$ cat config.mk
export PLATFORM = sky130hd
export DESIGN_NAME = rational_arith_reduce_flat
export DESIGN_NICKNAME = d
export VERILOG_FILES = /design/src/rtl/core/rar_pkg.sv /design/src/rtl/core/rar_if.sv /design/src/rtl/core/rar_ctrl.sv /design/src/rtl/core/rar_dpath.sv /design/src/rtl/core/rational_arith_reduce.sv /design/src/flat_wrapper.sv
export SDC_FILE = /design/constraint.sdc
export NUM_CORES = 2
export LEC_CHECK = 0
export BUFFER_PORTS_ARGS = -buffer_cell sky130_fd_sc_hd__clkbuf_2
export CAP_MARGIN = 0
export CORE_MARGIN = 3
export CORE_UTILIZATION = 50
export DETAILED_ROUTE_END_ITERATION = 6
export PLACE_DENSITY = 0.77
export SLEW_MARGIN = 20
export SYNTH_ARGS = -nofsm -noshare
export SYNTH_HDL_FRONTEND = slang
export SYNTH_SLANG_ARGS = --single-unit
$ cat constraint.sdc
create_clock -name clock -period 14.1 [get_ports clock]
set_clock_uncertainty 0.05 [all_clocks]
set_input_delay 2.82 -clock clock [delete_from_list [all_inputs] [get_ports clock]]
set_output_delay 2.82 -clock clock [all_outputs]
set_load 0.005 [all_outputs]
$ cat src/rtl/core/rar_pkg.sv
// shared types, widths and limits of the fraction arithmetic and reduction block
`default_nettype none
package rar_pkg;

   // operand width and the widths that follow from it
   localparam int OPERAND_WIDTH = 16;
   localparam int PROD_W = 2 * OPERAND_WIDTH;
   localparam int MAG_W = PROD_W + 1;
   localparam int CNT_W = $clog2(MAG_W);
   localparam int NUM_W = 32;
   localparam int DEN_W = 30;
   localparam int CMP_W = (MAG_W > NUM_W + 1) ? MAG_W : NUM_W + 1;

   // saturation limits of the result fields
   localparam logic [CMP_W-1:0] NUM_POS_LIM = CMP_W'(64'h0000_0000_7FFF_FFFF);
   localparam logic [CMP_W-1:0] NUM_NEG_LIM = CMP_W'(64'h0000_0000_8000_0000);
   localparam logic [CMP_W-1:0] DEN_LIM = CMP_W'(64'h0000_0000_3FFF_FFFF);

   typedef enum logic [1:0] {
      OP_ADD,
      OP_SUB,
      OP_MUL,
      OP_DIV
   } op_type;

   typedef enum logic [1:0] {
      ST_OK,
      ST_ZERO_DEN,
      ST_DIV_ZERO
   } status_type;

   // which cross product the shared multiplier forms
   typedef enum logic [1:0] {
      MSEL_A,
      MSEL_B,
      MSEL_D
   } msel_type;

   typedef enum logic [3:0] {
      S_IDLE,
      S_MUL0,
      S_MUL1,
      S_MUL2,
      S_COMB,
      S_LOAD,
      S_GCD,
      S_DIV,
      S_FIN
   } state_type;

   // controller to datapath
   typedef struct packed {
      logic     capture;
      logic     mul_en;
      msel_type mul_sel;
      logic     comb;
      logic     load;
      logic     gcd_step;
      logic     div_init;
      logic     div_step;
      logic     out_load;
   } cmd_type;

   // datapath to controller
   typedef struct packed {
      logic err;
      logic gcd_done;
      logic div_done;
   } sts_type;

endpackage
`default_nettype wire

$ cat src/rtl/core/rar_if.sv
// request and response channel interfaces of the fraction block
`default_nettype none
interface rar_req_if
   import rar_pkg::*;
   ();
   logic                             valid;
   logic                             ready;
   op_type                           opcode;
   logic signed [OPERAND_WIDTH-1:0]  a_num;
   logic signed [OPERAND_WIDTH-1:0]  a_den;
   logic signed [OPERAND_WIDTH-1:0]  b_num;
   logic signed [OPERAND_WIDTH-1:0]  b_den;

   modport source (output valid, output opcode, output a_num, output a_den,
                   output b_num, output b_den, input ready);
   modport sink (input valid, input opcode, input a_num, input a_den,
                 input b_num, input b_den, output ready);
endinterface

interface rar_rsp_if
   import rar_pkg::*;
   ();
   logic                     valid;
   logic                     ready;
   logic signed [NUM_W-1:0]  res_num;
   logic [DEN_W-1:0]         res_den;
   status_type               status;

   modport source (output valid, output res_num, output res_den, output status,
                   input ready);
   modport sink (input valid, input res_num, input res_den, input status,
                 output ready);
endinterface
`default_nettype wire

$ cat src/rtl/core/rar_ctrl.sv
// sequencing state machine of the fraction block
`default_nettype none
module rar_ctrl
   import rar_pkg::*;
   (
   input  wire logic    clock,
   input  wire logic    reset,
   input  wire logic    req_valid,
   output logic         req_ready,
   input  wire logic    rsp_ready,
   output logic         rsp_valid,
   input  wire sts_type sts,
   output cmd_type      cmd
   );

   state_type state_ff, state_in;
   logic      rsp_valid_ff, rsp_valid_in;

   // state and output beat flag
   always_ff @(posedge clock) begin
      if (reset) begin
         state_ff     <= S_IDLE;
         rsp_valid_ff <= 1'b0;
      end else begin
         state_ff     <= state_in;
         rsp_valid_ff <= rsp_valid_in;
      end
   end

   // next state and commands
   always_comb begin
      state_in  = state_ff;
      cmd       = '0;
      req_ready = 1'b0;
      case (state_ff)
         S_IDLE: begin
            req_ready = 1'b1;
            if (req_valid) begin
               cmd.capture = 1'b1;
               state_in    = S_MUL0;
            end
         end
         S_MUL0: begin
            cmd.mul_en  = 1'b1;
            cmd.mul_sel = MSEL_A;
            state_in    = sts.err ? S_FIN : S_MUL1;
         end
         S_MUL1: begin
            cmd.mul_en  = 1'b1;
            cmd.mul_sel = MSEL_B;
            state_in    = S_MUL2;
         end
         S_MUL2: begin
            cmd.mul_en  = 1'b1;
            cmd.mul_sel = MSEL_D;
            state_in    = S_COMB;
         end
         S_COMB: begin
            cmd.comb = 1'b1;
            state_in = S_LOAD;
         end
         S_LOAD: begin
            cmd.load = 1'b1;
            state_in = S_GCD;
         end
         S_GCD: begin
            if (sts.gcd_done) begin
               cmd.div_init = 1'b1;
               state_in     = S_DIV;
            end else begin
               cmd.gcd_step = 1'b1;
            end
         end
         S_DIV: begin
            cmd.div_step = 1'b1;
            if (sts.div_done) begin
               state_in = S_FIN;
            end
         end
         S_FIN: begin
            if (!rsp_valid_ff || rsp_ready) begin
               cmd.out_load = 1'b1;
               state_in     = S_IDLE;
            end
         end
         default: begin
            state_in = S_IDLE;
         end
      endcase
   end

   // output beat held until taken
   always_comb begin
      if (cmd.out_load) begin
         rsp_valid_in = 1'b1;
      end else if (rsp_ready) begin
         rsp_valid_in = 1'b0;
      end else begin
         rsp_valid_in = rsp_valid_ff;
      end
   end

   assign rsp_valid = rsp_valid_ff;

endmodule
`default_nettype wire

$ cat src/rtl/core/rar_dpath.sv
// datapath: cross products, binary gcd, exact division and result register
`default_nettype none
module rar_dpath
   import rar_pkg::*;
   (
   input  wire logic                            clock,
   input  wire op_type                          opcode,
   input  wire logic signed [OPERAND_WIDTH-1:0] a_num,
   input  wire logic signed [OPERAND_WIDTH-1:0] a_den,
   input  wire logic signed [OPERAND_WIDTH-1:0] b_num,
   input  wire logic signed [OPERAND_WIDTH-1:0] b_den,
   input  wire cmd_type                         cmd,
   output sts_type                              sts,
   output logic signed [NUM_W-1:0]              res_num,
   output logic [DEN_W-1:0]                     res_den,
   output status_type                           status
   );

   // operand registers
   op_type                          op_ff;
   logic signed [OPERAND_WIDTH-1:0] an_ff, ad_ff, bn_ff, bd_ff;
   status_type                      err_ff, err_in;

   // products and signed numerator
   logic signed [OPERAND_WIDTH-1:0] mx, my;
   logic signed [PROD_W-1:0]        prod;
   logic signed [PROD_W-1:0]        pa_ff, pb_ff, pd_ff;
   logic signed [MAG_W-1:0]         pa_x, pb_x, den_x, num_ff, num_in;
   logic [MAG_W-1:0]                num_mag, den_mag;
   logic                            neg_ff;

   // gcd and divider registers
   logic [MAG_W-1:0]                gx_ff, gx_in, gy_ff, gy_in;
   logic [MAG_W-1:0]                qn_ff, qn_in, qd_ff, qd_in;
   logic [MAG_W-1:0]                rn_ff, rn_in, rd_ff, rd_in;
   logic [CNT_W-1:0]                cnt_ff, cnt_in;
   logic [MAG_W:0]                  rn_try, rd_try;
   logic [MAG_W-1:0]                gdiff_xy, gdiff_yx;

   // output formatting
   logic [CMP_W-1:0]                qn_w, qd_w;
   logic                            neg_res;
   logic [NUM_W-1:0]                mag32;
   logic signed [NUM_W-1:0]         res_num_ff, res_num_in;
   logic [DEN_W-1:0]                res_den_ff, res_den_in;
   status_type                      status_ff;

   // input check on the incoming beat
   always_comb begin
      if (a_den == '0 || b_den == '0) begin
         err_in = ST_ZERO_DEN;
      end else if (opcode == OP_DIV && b_num == '0) begin
         err_in = ST_DIV_ZERO;
      end else begin
         err_in = ST_OK;
      end
   end

   always_ff @(posedge clock) begin
      if (cmd.capture) begin
         op_ff  <= opcode;
         an_ff  <= a_num;
         ad_ff  <= a_den;
         bn_ff  <= b_num;
         bd_ff  <= b_den;
         err_ff <= err_in;
      end
   end

   // shared multiplier, one cross product a cycle
   always_comb begin
      case (cmd.mul_sel)
         MSEL_A: begin
            mx = an_ff;
            my = (op_ff == OP_MUL) ? bn_ff : bd_ff;
         end
         MSEL_B: begin
            mx = bn_ff;
            my = ad_ff;
         end
         MSEL_D: begin
            mx = ad_ff;
            my = (op_ff == OP_DIV) ? bn_ff : bd_ff;
         end
         default: begin
            mx = an_ff;
            my = bd_ff;
         end
      endcase
   end

   assign prod = PROD_W'(mx) * PROD_W'(my);

   always_ff @(posedge clock) begin
      if (cmd.mul_en) begin
         case (cmd.mul_sel)
            MSEL_A:  pa_ff <= prod;
            MSEL_B:  pb_ff <= prod;
            MSEL_D:  pd_ff <= prod;
            default: pa_ff <= prod;
         endcase
      end
   end

   // numerator from the cross products
   assign pa_x = {pa_ff[PROD_W-1], pa_ff};
   assign pb_x = {pb_ff[PROD_W-1], pb_ff};
   assign den_x = {pd_ff[PROD_W-1], pd_ff};

   always_comb begin
      case (op_ff)
         OP_ADD:  num_in = pa_x + pb_x;
         OP_SUB:  num_in = pa_x - pb_x;
         default: num_in = pa_x;
      endcase
   end

   always_ff @(posedge clock) begin
      if (cmd.comb) begin
         num_ff <= num_in;
      end
   end

   // magnitudes for the reduction
   assign num_mag = num_ff[MAG_W-1] ? (~num_ff + 1'b1) : num_ff;
   assign den_mag = den_x[MAG_W-1] ? (~den_x + 1'b1) : den_x;

   always_ff @(posedge clock) begin
      if (cmd.load) begin
         neg_ff <= num_ff[MAG_W-1] ^ pd_ff[PROD_W-1];
      end
   end

   // binary gcd step; common factors of two are taken out of both quotients
   assign gdiff_xy = gx_ff - gy_ff;
   assign gdiff_yx = gy_ff - gx_ff;

   // restoring division of both values by the odd gcd part
   assign rn_try = {rn_ff, qn_ff[MAG_W-1]};
   assign rd_try = {rd_ff, qd_ff[MAG_W-1]};

   always_comb begin
      gx_in  = gx_ff;
      gy_in  = gy_ff;
      qn_in  = qn_ff;
      qd_in  = qd_ff;
      rn_in  = rn_ff;
      rd_in  = rd_ff;
      cnt_in = cnt_ff;
      if (cmd.load) begin
         gx_in = num_mag;
         gy_in = den_mag;
         qn_in = num_mag;
         qd_in = den_mag;
      end else if (cmd.gcd_step) begin
         if (!gx_ff[0] && !gy_ff[0]) begin
            gx_in = gx_ff >> 1;
            gy_in = gy_ff >> 1;
            qn_in = qn_ff >> 1;
            qd_in = qd_ff >> 1;
         end else if (!gx_ff[0]) begin
            gx_in = gx_ff >> 1;
         end else if (!gy_ff[0]) begin
            gy_in = gy_ff >> 1;
         end else if (gx_ff >= gy_ff) begin
            gx_in = gdiff_xy >> 1;
         end else begin
            gy_in = gdiff_yx >> 1;
         end
      end else if (cmd.div_init) begin
         rn_in  = '0;
         rd_in  = '0;
         cnt_in = '0;
      end else if (cmd.div_step) begin
         if (rn_try >= {1'b0, gy_ff}) begin
            rn_in = MAG_W'(rn_try - {1'b0, gy_ff});
            qn_in = {qn_ff[MAG_W-2:0], 1'b1};
         end else begin
            rn_in = rn_try[MAG_W-1:0];
            qn_in = {qn_ff[MAG_W-2:0], 1'b0};
         end
         if (rd_try >= {1'b0, gy_ff}) begin
            rd_in = MAG_W'(rd_try - {1'b0, gy_ff});
            qd_in = {qd_ff[MAG_W-2:0], 1'b1};
         end else begin
            rd_in = rd_try[MAG_W-1:0];
            qd_in = {qd_ff[MAG_W-2:0], 1'b0};
         end
         cnt_in = cnt_ff + 1'b1;
      end
   end

   always_ff @(posedge clock) begin
      gx_ff  <= gx_in;
      gy_ff  <= gy_in;
      qn_ff  <= qn_in;
      qd_ff  <= qd_in;
      rn_ff  <= rn_in;
      rd_ff  <= rd_in;
      cnt_ff <= cnt_in;
   end

   assign sts.err      = (err_ff != ST_OK);
   assign sts.gcd_done = (gx_ff == '0);
   assign sts.div_done = (cnt_ff == CNT_W'(MAG_W - 1));

   // sign, saturation and error zeroing
   assign qn_w    = CMP_W'(qn_ff);
   assign qd_w    = CMP_W'(qd_ff);
   assign neg_res = neg_ff && (qn_ff != '0);

   always_comb begin
      if (neg_res) begin
         mag32 = (qn_w > NUM_NEG_LIM) ? NUM_NEG_LIM[NUM_W-1:0] : qn_w[NUM_W-1:0];
      end else begin
         mag32 = (qn_w > NUM_POS_LIM) ? NUM_POS_LIM[NUM_W-1:0] : qn_w[NUM_W-1:0];
      end
      if (err_ff != ST_OK) begin
         res_num_in = '0;
         res_den_in = '0;
      end else begin
         res_num_in = neg_res ? (~mag32 + 1'b1) : mag32;
         res_den_in = (qd_w > DEN_LIM) ? DEN_LIM[DEN_W-1:0] : qd_w[DEN_W-1:0];
      end
   end

   always_ff @(posedge clock) begin
      if (cmd.out_load) begin
         res_num_ff <= res_num_in;
         res_den_ff <= res_den_in;
         status_ff  <= err_ff;
      end
   end

   assign res_num = res_num_ff;
   assign res_den = res_den_ff;
   assign status  = status_ff;

endmodule
`default_nettype wire

$ cat src/rtl/core/rational_arith_reduce.sv
// Fraction calculator: add, subtract, multiply or divide two signed fractions
// and reduce the result to lowest terms with a positive denominator.
// req_ch carries one beat per operation (opcode and both fractions); rsp_ch
// returns one beat with the reduced numerator, denominator and status.
// An operation runs from a single shared multiplier (three cross products,
// one a cycle), a binary gcd unit that does one subtract-and-shift step a
// cycle, and a bit-serial divider that divides numerator and denominator by
// the gcd together, one quotient bit a cycle.
// The gcd runs until its first value reaches zero, so the run time depends
// on the operands; a zero denominator or a division by a zero fraction
// skips the remaining arithmetic and goes straight to the response register.
// One operation is in flight at a time; req_ch is ready again once the
// result sits in the response register, so a new beat is taken while the
// last result still waits. A stalled receiver holds rsp_ch steady and the
// next finished result waits until the response register frees.
// Reset (synchronous, active high) returns to idle with no response pending.
`default_nettype none
module rational_arith_reduce
   import rar_pkg::*;
   (
   input  wire logic  clock,
   input  wire logic  reset,
   rar_req_if.sink    req_ch,
   rar_rsp_if.source  rsp_ch
   );

   cmd_type cmd;
   sts_type sts;

   // sequencer
   rar_ctrl u_ctrl (
      .clock     (clock),
      .reset     (reset),
      .req_valid (req_ch.valid),
      .req_ready (req_ch.ready),
      .rsp_ready (rsp_ch.ready),
      .rsp_valid (rsp_ch.valid),
      .sts       (sts),
      .cmd       (cmd)
   );

   // arithmetic and result register
   rar_dpath u_dpath (
      .clock   (clock),
      .opcode  (req_ch.opcode),
      .a_num   (req_ch.a_num),
      .a_den   (req_ch.a_den),
      .b_num   (req_ch.b_num),
      .b_den   (req_ch.b_den),
      .cmd     (cmd),
      .sts     (sts),
      .res_num (rsp_ch.res_num),
      .res_den (rsp_ch.res_den),
      .status  (rsp_ch.status)
   );

endmodule
`default_nettype wire

$ cat src/flat_wrapper.sv
// flat-port wrapper written by rule: the top's interface ports become plain ports
module rational_arith_reduce_flat import rar_pkg::*;
  (clock, reset, req_ch_valid, req_ch_opcode, req_ch_a_num, req_ch_a_den, req_ch_b_num, req_ch_b_den, req_ch_ready, rsp_ch_valid, rsp_ch_res_num, rsp_ch_res_den, rsp_ch_status, rsp_ch_ready);
  rar_req_if req_ch_i ();
  rar_rsp_if rsp_ch_i ();
  input  wire logic clock;
  input  wire logic reset;
  input wire logic [$bits(req_ch_i.valid)-1:0] req_ch_valid;
  input wire logic [$bits(req_ch_i.opcode)-1:0] req_ch_opcode;
  input wire logic [$bits(req_ch_i.a_num)-1:0] req_ch_a_num;
  input wire logic [$bits(req_ch_i.a_den)-1:0] req_ch_a_den;
  input wire logic [$bits(req_ch_i.b_num)-1:0] req_ch_b_num;
  input wire logic [$bits(req_ch_i.b_den)-1:0] req_ch_b_den;
  output wire logic [$bits(req_ch_i.ready)-1:0] req_ch_ready;
  output wire logic [$bits(rsp_ch_i.valid)-1:0] rsp_ch_valid;
  output wire logic [$bits(rsp_ch_i.res_num)-1:0] rsp_ch_res_num;
  output wire logic [$bits(rsp_ch_i.res_den)-1:0] rsp_ch_res_den;
  output wire logic [$bits(rsp_ch_i.status)-1:0] rsp_ch_status;
  input wire logic [$bits(rsp_ch_i.ready)-1:0] rsp_ch_ready;
  assign req_ch_i.valid = req_ch_valid;
  assign req_ch_i.opcode = req_ch_opcode;
  assign req_ch_i.a_num = req_ch_a_num;
  assign req_ch_i.a_den = req_ch_a_den;
  assign req_ch_i.b_num = req_ch_b_num;
  assign req_ch_i.b_den = req_ch_b_den;
  assign req_ch_ready = req_ch_i.ready;
  assign rsp_ch_valid = rsp_ch_i.valid;
  assign rsp_ch_res_num = rsp_ch_i.res_num;
  assign rsp_ch_res_den = rsp_ch_i.res_den;
  assign rsp_ch_status = rsp_ch_i.status;
  assign rsp_ch_i.ready = rsp_ch_ready;
  rational_arith_reduce u_core (.clock(clock), .reset(reset), .req_ch(req_ch_i), .rsp_ch(rsp_ch_i));
endmodule
* After elaboration in Yosys (flattened, before gate mapping)
Cells that the tools add are included.
Word-level totals: register bits after elaboration 471, logic and storage cells 167, input bits 70, output and inout port bits 66
Cells by class: muxes and demuxes 62, add/sub/neg operators 10, reduce and logical (&&, ||, !) cells 32, multiply operators 1, magnitude comparators 6, bitwise logic cells 7, eq/ne operators 24
Operator list (number):
- $mux 33 | 28
- $sub 33x33->33 | 4
- $mux 32 | 4
- $ge 34x33->1 | 2
- $add 33x1->33 const B | 2
- $not 33->33 | 2
- $pmux 33 s2 | 1
- $logic_not 16->1 | 3
- $pmux 16 s3 | 1
- $pmux 4 s9 | 1
- $add 32x32->33 | 1
- $ge 33x33->1 | 1
- $gt 33x30->1 const B | 1
- $gt 33x31->1 const B | 1
- $gt 33x32->1 const B | 1
- $logic_not 33->1 | 1
- $reduce_bool 33->1 | 1
- $sub 32x32->33 | 1
- $add 32x1->32 const B | 1
- $mul 16x16->32 | 1
- $mux 16 | 2
- $not 32->32 | 1
- $pmux 16 s2 | 1
- $mux 30 | 1
- other kinds (32) | 79

* Logic depth before layout (Yosys ltp)
word-level depth 7, gate-level depth with buffers 37

* Hierarchy
Synthesis repeated with hierarchy kept, for this count alone.
Second synthesis, totals: cell total of the unflattened synthesis 4312, area total of the unflattened synthesis 41044.4 sq um
Modules (own cells, without submodules):
- rar_dpath | seq. area each 13993.4 sq um, area an instance 40666.5 sq um, cells each 4265, times used 1
- rar_ctrl | seq. area each 100.1 sq um, area an instance 377.9 sq um, cells each 47, times used 1

* Least setup slack after synthesis
Ideal clock, no wire load.
path type flip-flop to flip-flop, start register u_core.u_ctrl.state_ff[2], end register u_core.u_dpath.pa_ff[31], data pin, setup slack 5.806 ns, data arrival time 7.975 ns, required time 13.781 ns, path buffers 6, cell stages (with the launch flop) 35, setup time 0.269 ns, cell sequence dfxtp_1 > clkbuf_1 > nor2_1 > nand3_1 > inv_1 > ha_1 > clkbuf_1 > mux2i_1 > nor2b_1 > clkbuf_1 > clkbuf_1 > a22oi_1 > o21ai_1 > clkbuf_1 > nand2_1 > fa_1 > inv_1 > fa_1 > fa_1 > fa_1 > fa_1 > inv_1 > fa_1 > inv_1 > ha_1 > clkbuf_1 > a21oi_1 > nor2_1 > o21ai_0 > a21oi_1 > o311ai_0 > a31oi_1 > a211o_1 > a21oi_1 > xnor2_1
On the way: word-level cells in the longest chain between the ends 5
RTL lines:
- start, declared | RTL line rar_ctrl.sv:16 | state_type state_ff, state_in;
- start signal, assigned | RTL line rar_ctrl.sv:25 | state_ff <= state_in;
- $eq 4x2->1 / $eq 4x1->1 (equally long branches) | RTL line rar_ctrl.sv:35 | case (state_ff)
- $pmux 3 s3 (*) | RTL line rar_ctrl.sv:35
- $eq 2x2->1, or another cell as far along | RTL line rar_dpath.sv:72 | case (cmd.mul_sel)
- $pmux 16 s3 / $pmux 16 s2 (equally long branches) | RTL line rar_dpath.sv:72
- $mul 16x16->32 (*) | RTL line rar_dpath.sv:92 | assign prod = PROD_W'(mx) * PROD_W'(my);
- net u_core.u_dpath.prod[31] | RTL line rar_dpath.sv:26 | logic signed [PROD_W-1:0] prod;
- end signal, assigned | RTL line rar_dpath.sv:97 | MSEL_A: pa_ff <= prod;
- end signal, assigned | RTL line rar_dpath.sv:100 | default: pa_ff <= prod;
- end, declared | RTL line rar_dpath.sv:27 | logic signed [PROD_W-1:0] pa_ff, pb_ff, pd_ff;
Mark *: on every way through the listed nets, which the timed path passes. The rest lies on a longest branch. A chain may end at the register's enable or synchronous reset.

* Worst setup path in the final report
start register u_core.u_ctrl.state_ff[1], end register u_core.u_dpath.pb_ff[31], data pin
On the way: word-level cells in the longest chain between the ends 5
RTL lines:
- $eq 4x2->1 / $eq 4x1->1 (equally long branches) | RTL line rar_ctrl.sv:35
- $pmux 3 s3 (*) | RTL line rar_ctrl.sv:35
- $eq 2x2->1, or another cell as far along | RTL line rar_dpath.sv:72
- $pmux 16 s3 / $pmux 16 s2 (equally long branches) | RTL line rar_dpath.sv:72
- $mul 16x16->32 (*) | RTL line rar_dpath.sv:92
- net u_core.u_dpath.prod[31] | RTL line rar_dpath.sv:26
- end signal, assigned | RTL line rar_dpath.sv:98 | MSEL_B: pb_ff <= prod;
- end, declared | RTL line rar_dpath.sv:27
Marked as above.

==> metrics.yaml <==
start_kind: "flop"
yosys_most_used_dff: "edfxtp_1"
synth.distinct_cells: 96
die_x_um: 292.1
cts_resized: 0
reg2reg_depth: 26
ios: 136
crit_buf_inv: 4
final-hold-violation-count: 0
grt_antenna_before_repair: 0
post_cts_buffers: 0
path_delay_family: "adder cells"
use_met3_pct: 3.947
synth_top_area_share_pct: 34.20
cp.required_ns: 14.41
cts_root_buffer: "clkbuf_16"
ys_top_cells_by_area: "edfxtp_1 34%, fa_1 13%, ha_1 7.9%, nand2_1 4.4%, nor2_1 4.3%"
clk_pin_slew_worst_paths_ns: 0.06
cp-startpoint: "u_core.u_ctrl.state_ff[1]$_SDFFE_PP0P_"
ant_nets: 0
synth.yosys.seq_area_share_pct: 34.45
detailed_place_hpwl_mm: 90.73
crit_slowest_cell: "a21oi_1"
drtPass1Iterations: 6
hp-class: "flop to flop"
grt_pass1_wl_mm: 184.6
drv_slew: 0
synth_most_common_cell: "nand2_1"
cp.arrival_ns: 9.27
tritoncts: "yes"
crit_top_cell: "fa_1"
hold_buffers: 0
timing.reg2reg.setup_slack_ns: 5.14
drt_iter0_markers: 3215
insertion_delay_ns: 0.65
via_per_inst: 6.069
synth_enable_flop_cells: 466
worstReg2RegEnd: "u_core.u_dpath.pb_ff[31]$_DFFE_PP_"
crit_cells: 26
min_period_over_period_pct: 63.53
coreArea_um2: 80810
critical_path.endpoint_type: "flop"
max_freq_mhz: 111.6
start_util_pct: 50.63
busiest_layer: "met2"
die_h_um: 292.1
setup_viol: 0
async_reset_ff_share_pct: 0
grt_pass1_vias: 32706
tightestPinTransition_ns: 1.094
crit_type: "flop to flop"
vias: 33666
grt_use_met2_pct: 44.97
io_buffers: 135
clock_sinks: 471
cp_max_fo: 47
met1_usage_pct: 35.61
diodes: 0
synth_nets: 4982
cap_violations: 0
fin_crit_ns: 8.958
wl_per_cell_um: 21.32
rows: 104
synthToLayoutAreaGrowth_pct: 8.712
syn_area_per_cell_um2: 9.329
grt.total_usage_pct: 27.34
yosysWarningCount: 0
fin_nets: 5040
reg2reg_from: "u_core.u_ctrl.state_ff[1]$_SDFFE_PP0P_"
clock_path_buffers: 3
synth.cells.most_frequent: "479 x nand2_1, 467 x nor2_1, 466 x edfxtp_1"
cts_made_buffers: 54
status: "complete, no violations"
dieArea_um2: 85300
postSynthCellCount: 4386
slew_headroom_pct: 27.07
fin_setup_tns_ns: 0
htree_levels: 2
slowest_delay_ns: 0.84
endpoint: "u_core.u_dpath.pb_ff[31]$_DFFE_PP_"
syn_area_um2: 40920
remaining_drc_errors: 0
rsz0062_at_grt: "no"
drive_gt1_share_pct: 7.934
synth_top_area_cell: "edfxtp_1"
grt_max_degree: 83
routed_wl_mm: 118.3
gr-total-overflow: 0
finalWeightedCongestion: 1.003
synth_seq_cells: 471
## metrics by stage
stage | util, % | area, um2 | worst slack, ns | hold WS (ns) | instances
floorplan | - | 40920 | 5.806 | 0.3922 | 4386
CTS | 55.04 | 44480 | 5.192 | 0.5302 | 5547
finish | 55.04 | 44480 | 5.142 | 0.5302 | 5547
global placement | 52.75 | 42630 | 5.034 | 0.5126 | 5448
detailed placement | 52.75 | 42630 | 5.186 | 0.5169 | 5448
global route | 55.04 | 44480 | 4.502 | 0.5594 | 5547
## final cells by class
class,instances,area (um2)
clock buffers,66,1428
clock inverters,33,422.9
fillers,7125,36330
inverters,432,1622
multi-input cells,3300,24540
flip-flops and latches,471,14090
well taps,1060,1326
repair buffers,185,1051
## logic make-up (layout without fill, tap and decap cells)
logic type,count (synthesis),after routing,share of synthesized area (%)
AND/OR/NAND/NOR,1427,1427,15.92
AO/OA/AOI/OAI,1089,1089,17.28
buffers and inverters,615,716,5.789
adder cells (fa/ha/maj),526,526,20.98
flip-flops,471,471,34.45
XOR/XNOR,237,237,5.073
multiplexers,20,20,0.4954
other,1,1,0.009165
## layer usage
layer,wire (um),vias to the layer above
li1,-,15611
met1,47510,16250
met2,54890,1504
met3,9304,301
met4,6542,0
met5,0,-
## cells in the final DEF, fill, tap and decap left out, drive strengths merged, types with 39 or more instances in the layout
master    n
fa      267
a21o     90
o21a     39
o31ai    40
a21oi   314
nor3     78
xnor2   164
buf      50
a31oi    77
clkbuf  201
nand2b   41
o21ai   224
nor2    469
inv     437
xor2     73
a221oi   51
ha      259
a211oi   41
edfxtp  466
nand3    84
nand2   481
## worst min-delay path: cells and delay by family, from the launching register on
family,cells,cell delay [ns]
flip-flops,1,0.35
AO/OA/AOI/OAI,1,0.06
AND/OR/NAND/NOR,1,0.07
## state kept, by name, summed over array words and instances, names as in the netlist, 6 cells and up
signal and cells:
u_core.u_dpath.res_den 30, u_core.u_dpath.bn_ff 16, u_core.u_dpath.rd_ff 33, u_core.u_dpath.rn_ff 33, u_core.u_dpath.res_num 32, u_core.u_dpath.num_ff 33, u_core.u_dpath.pd_ff 32, u_core.u_dpath.pb_ff 32
u_core.u_dpath.bd_ff 16, u_core.u_dpath.gy_ff 33, u_core.u_dpath.ad_ff 16, u_core.u_dpath.gx_ff 33, u_core.u_dpath.cnt_ff 6, u_core.u_dpath.qn_ff 33, u_core.u_dpath.pa_ff 32, u_core.u_dpath.an_ff 16
u_core.u_dpath.qd_ff 33
## worst min path at each step
stage / start / to / depth (start not counted)
6_report: u_core.u_dpath.pa_ff[11]$_DFFE_PP_ / u_core.u_dpath.num_ff[11]$_DFFE_PP_ / 2
5_1_grt: u_core.u_dpath.pa_ff[11]$_DFFE_PP_ / u_core.u_dpath.num_ff[11]$_DFFE_PP_ / 2
4_1_cts: u_core.u_dpath.pa_ff[12]$_DFFE_PP_ / u_core.u_dpath.num_ff[12]$_DFFE_PP_ / 2
3_5_place_dp: u_core.u_dpath.pa_ff[11]$_DFFE_PP_ / u_core.u_dpath.num_ff[11]$_DFFE_PP_ / 2
3_3_place_gp: u_core.u_dpath.pa_ff[12]$_DFFE_PP_ / u_core.u_dpath.num_ff[12]$_DFFE_PP_ / 2
2_1_floorplan: u_core.u_dpath.err_ff[0]$_SDFFCE_PP1P_ / u_core.u_dpath.status[0]$_DFFE_PP_ / 0
Power is not shown: default switching activity piles up to over one toggle a cycle in this logic, so the estimate is an artifact.
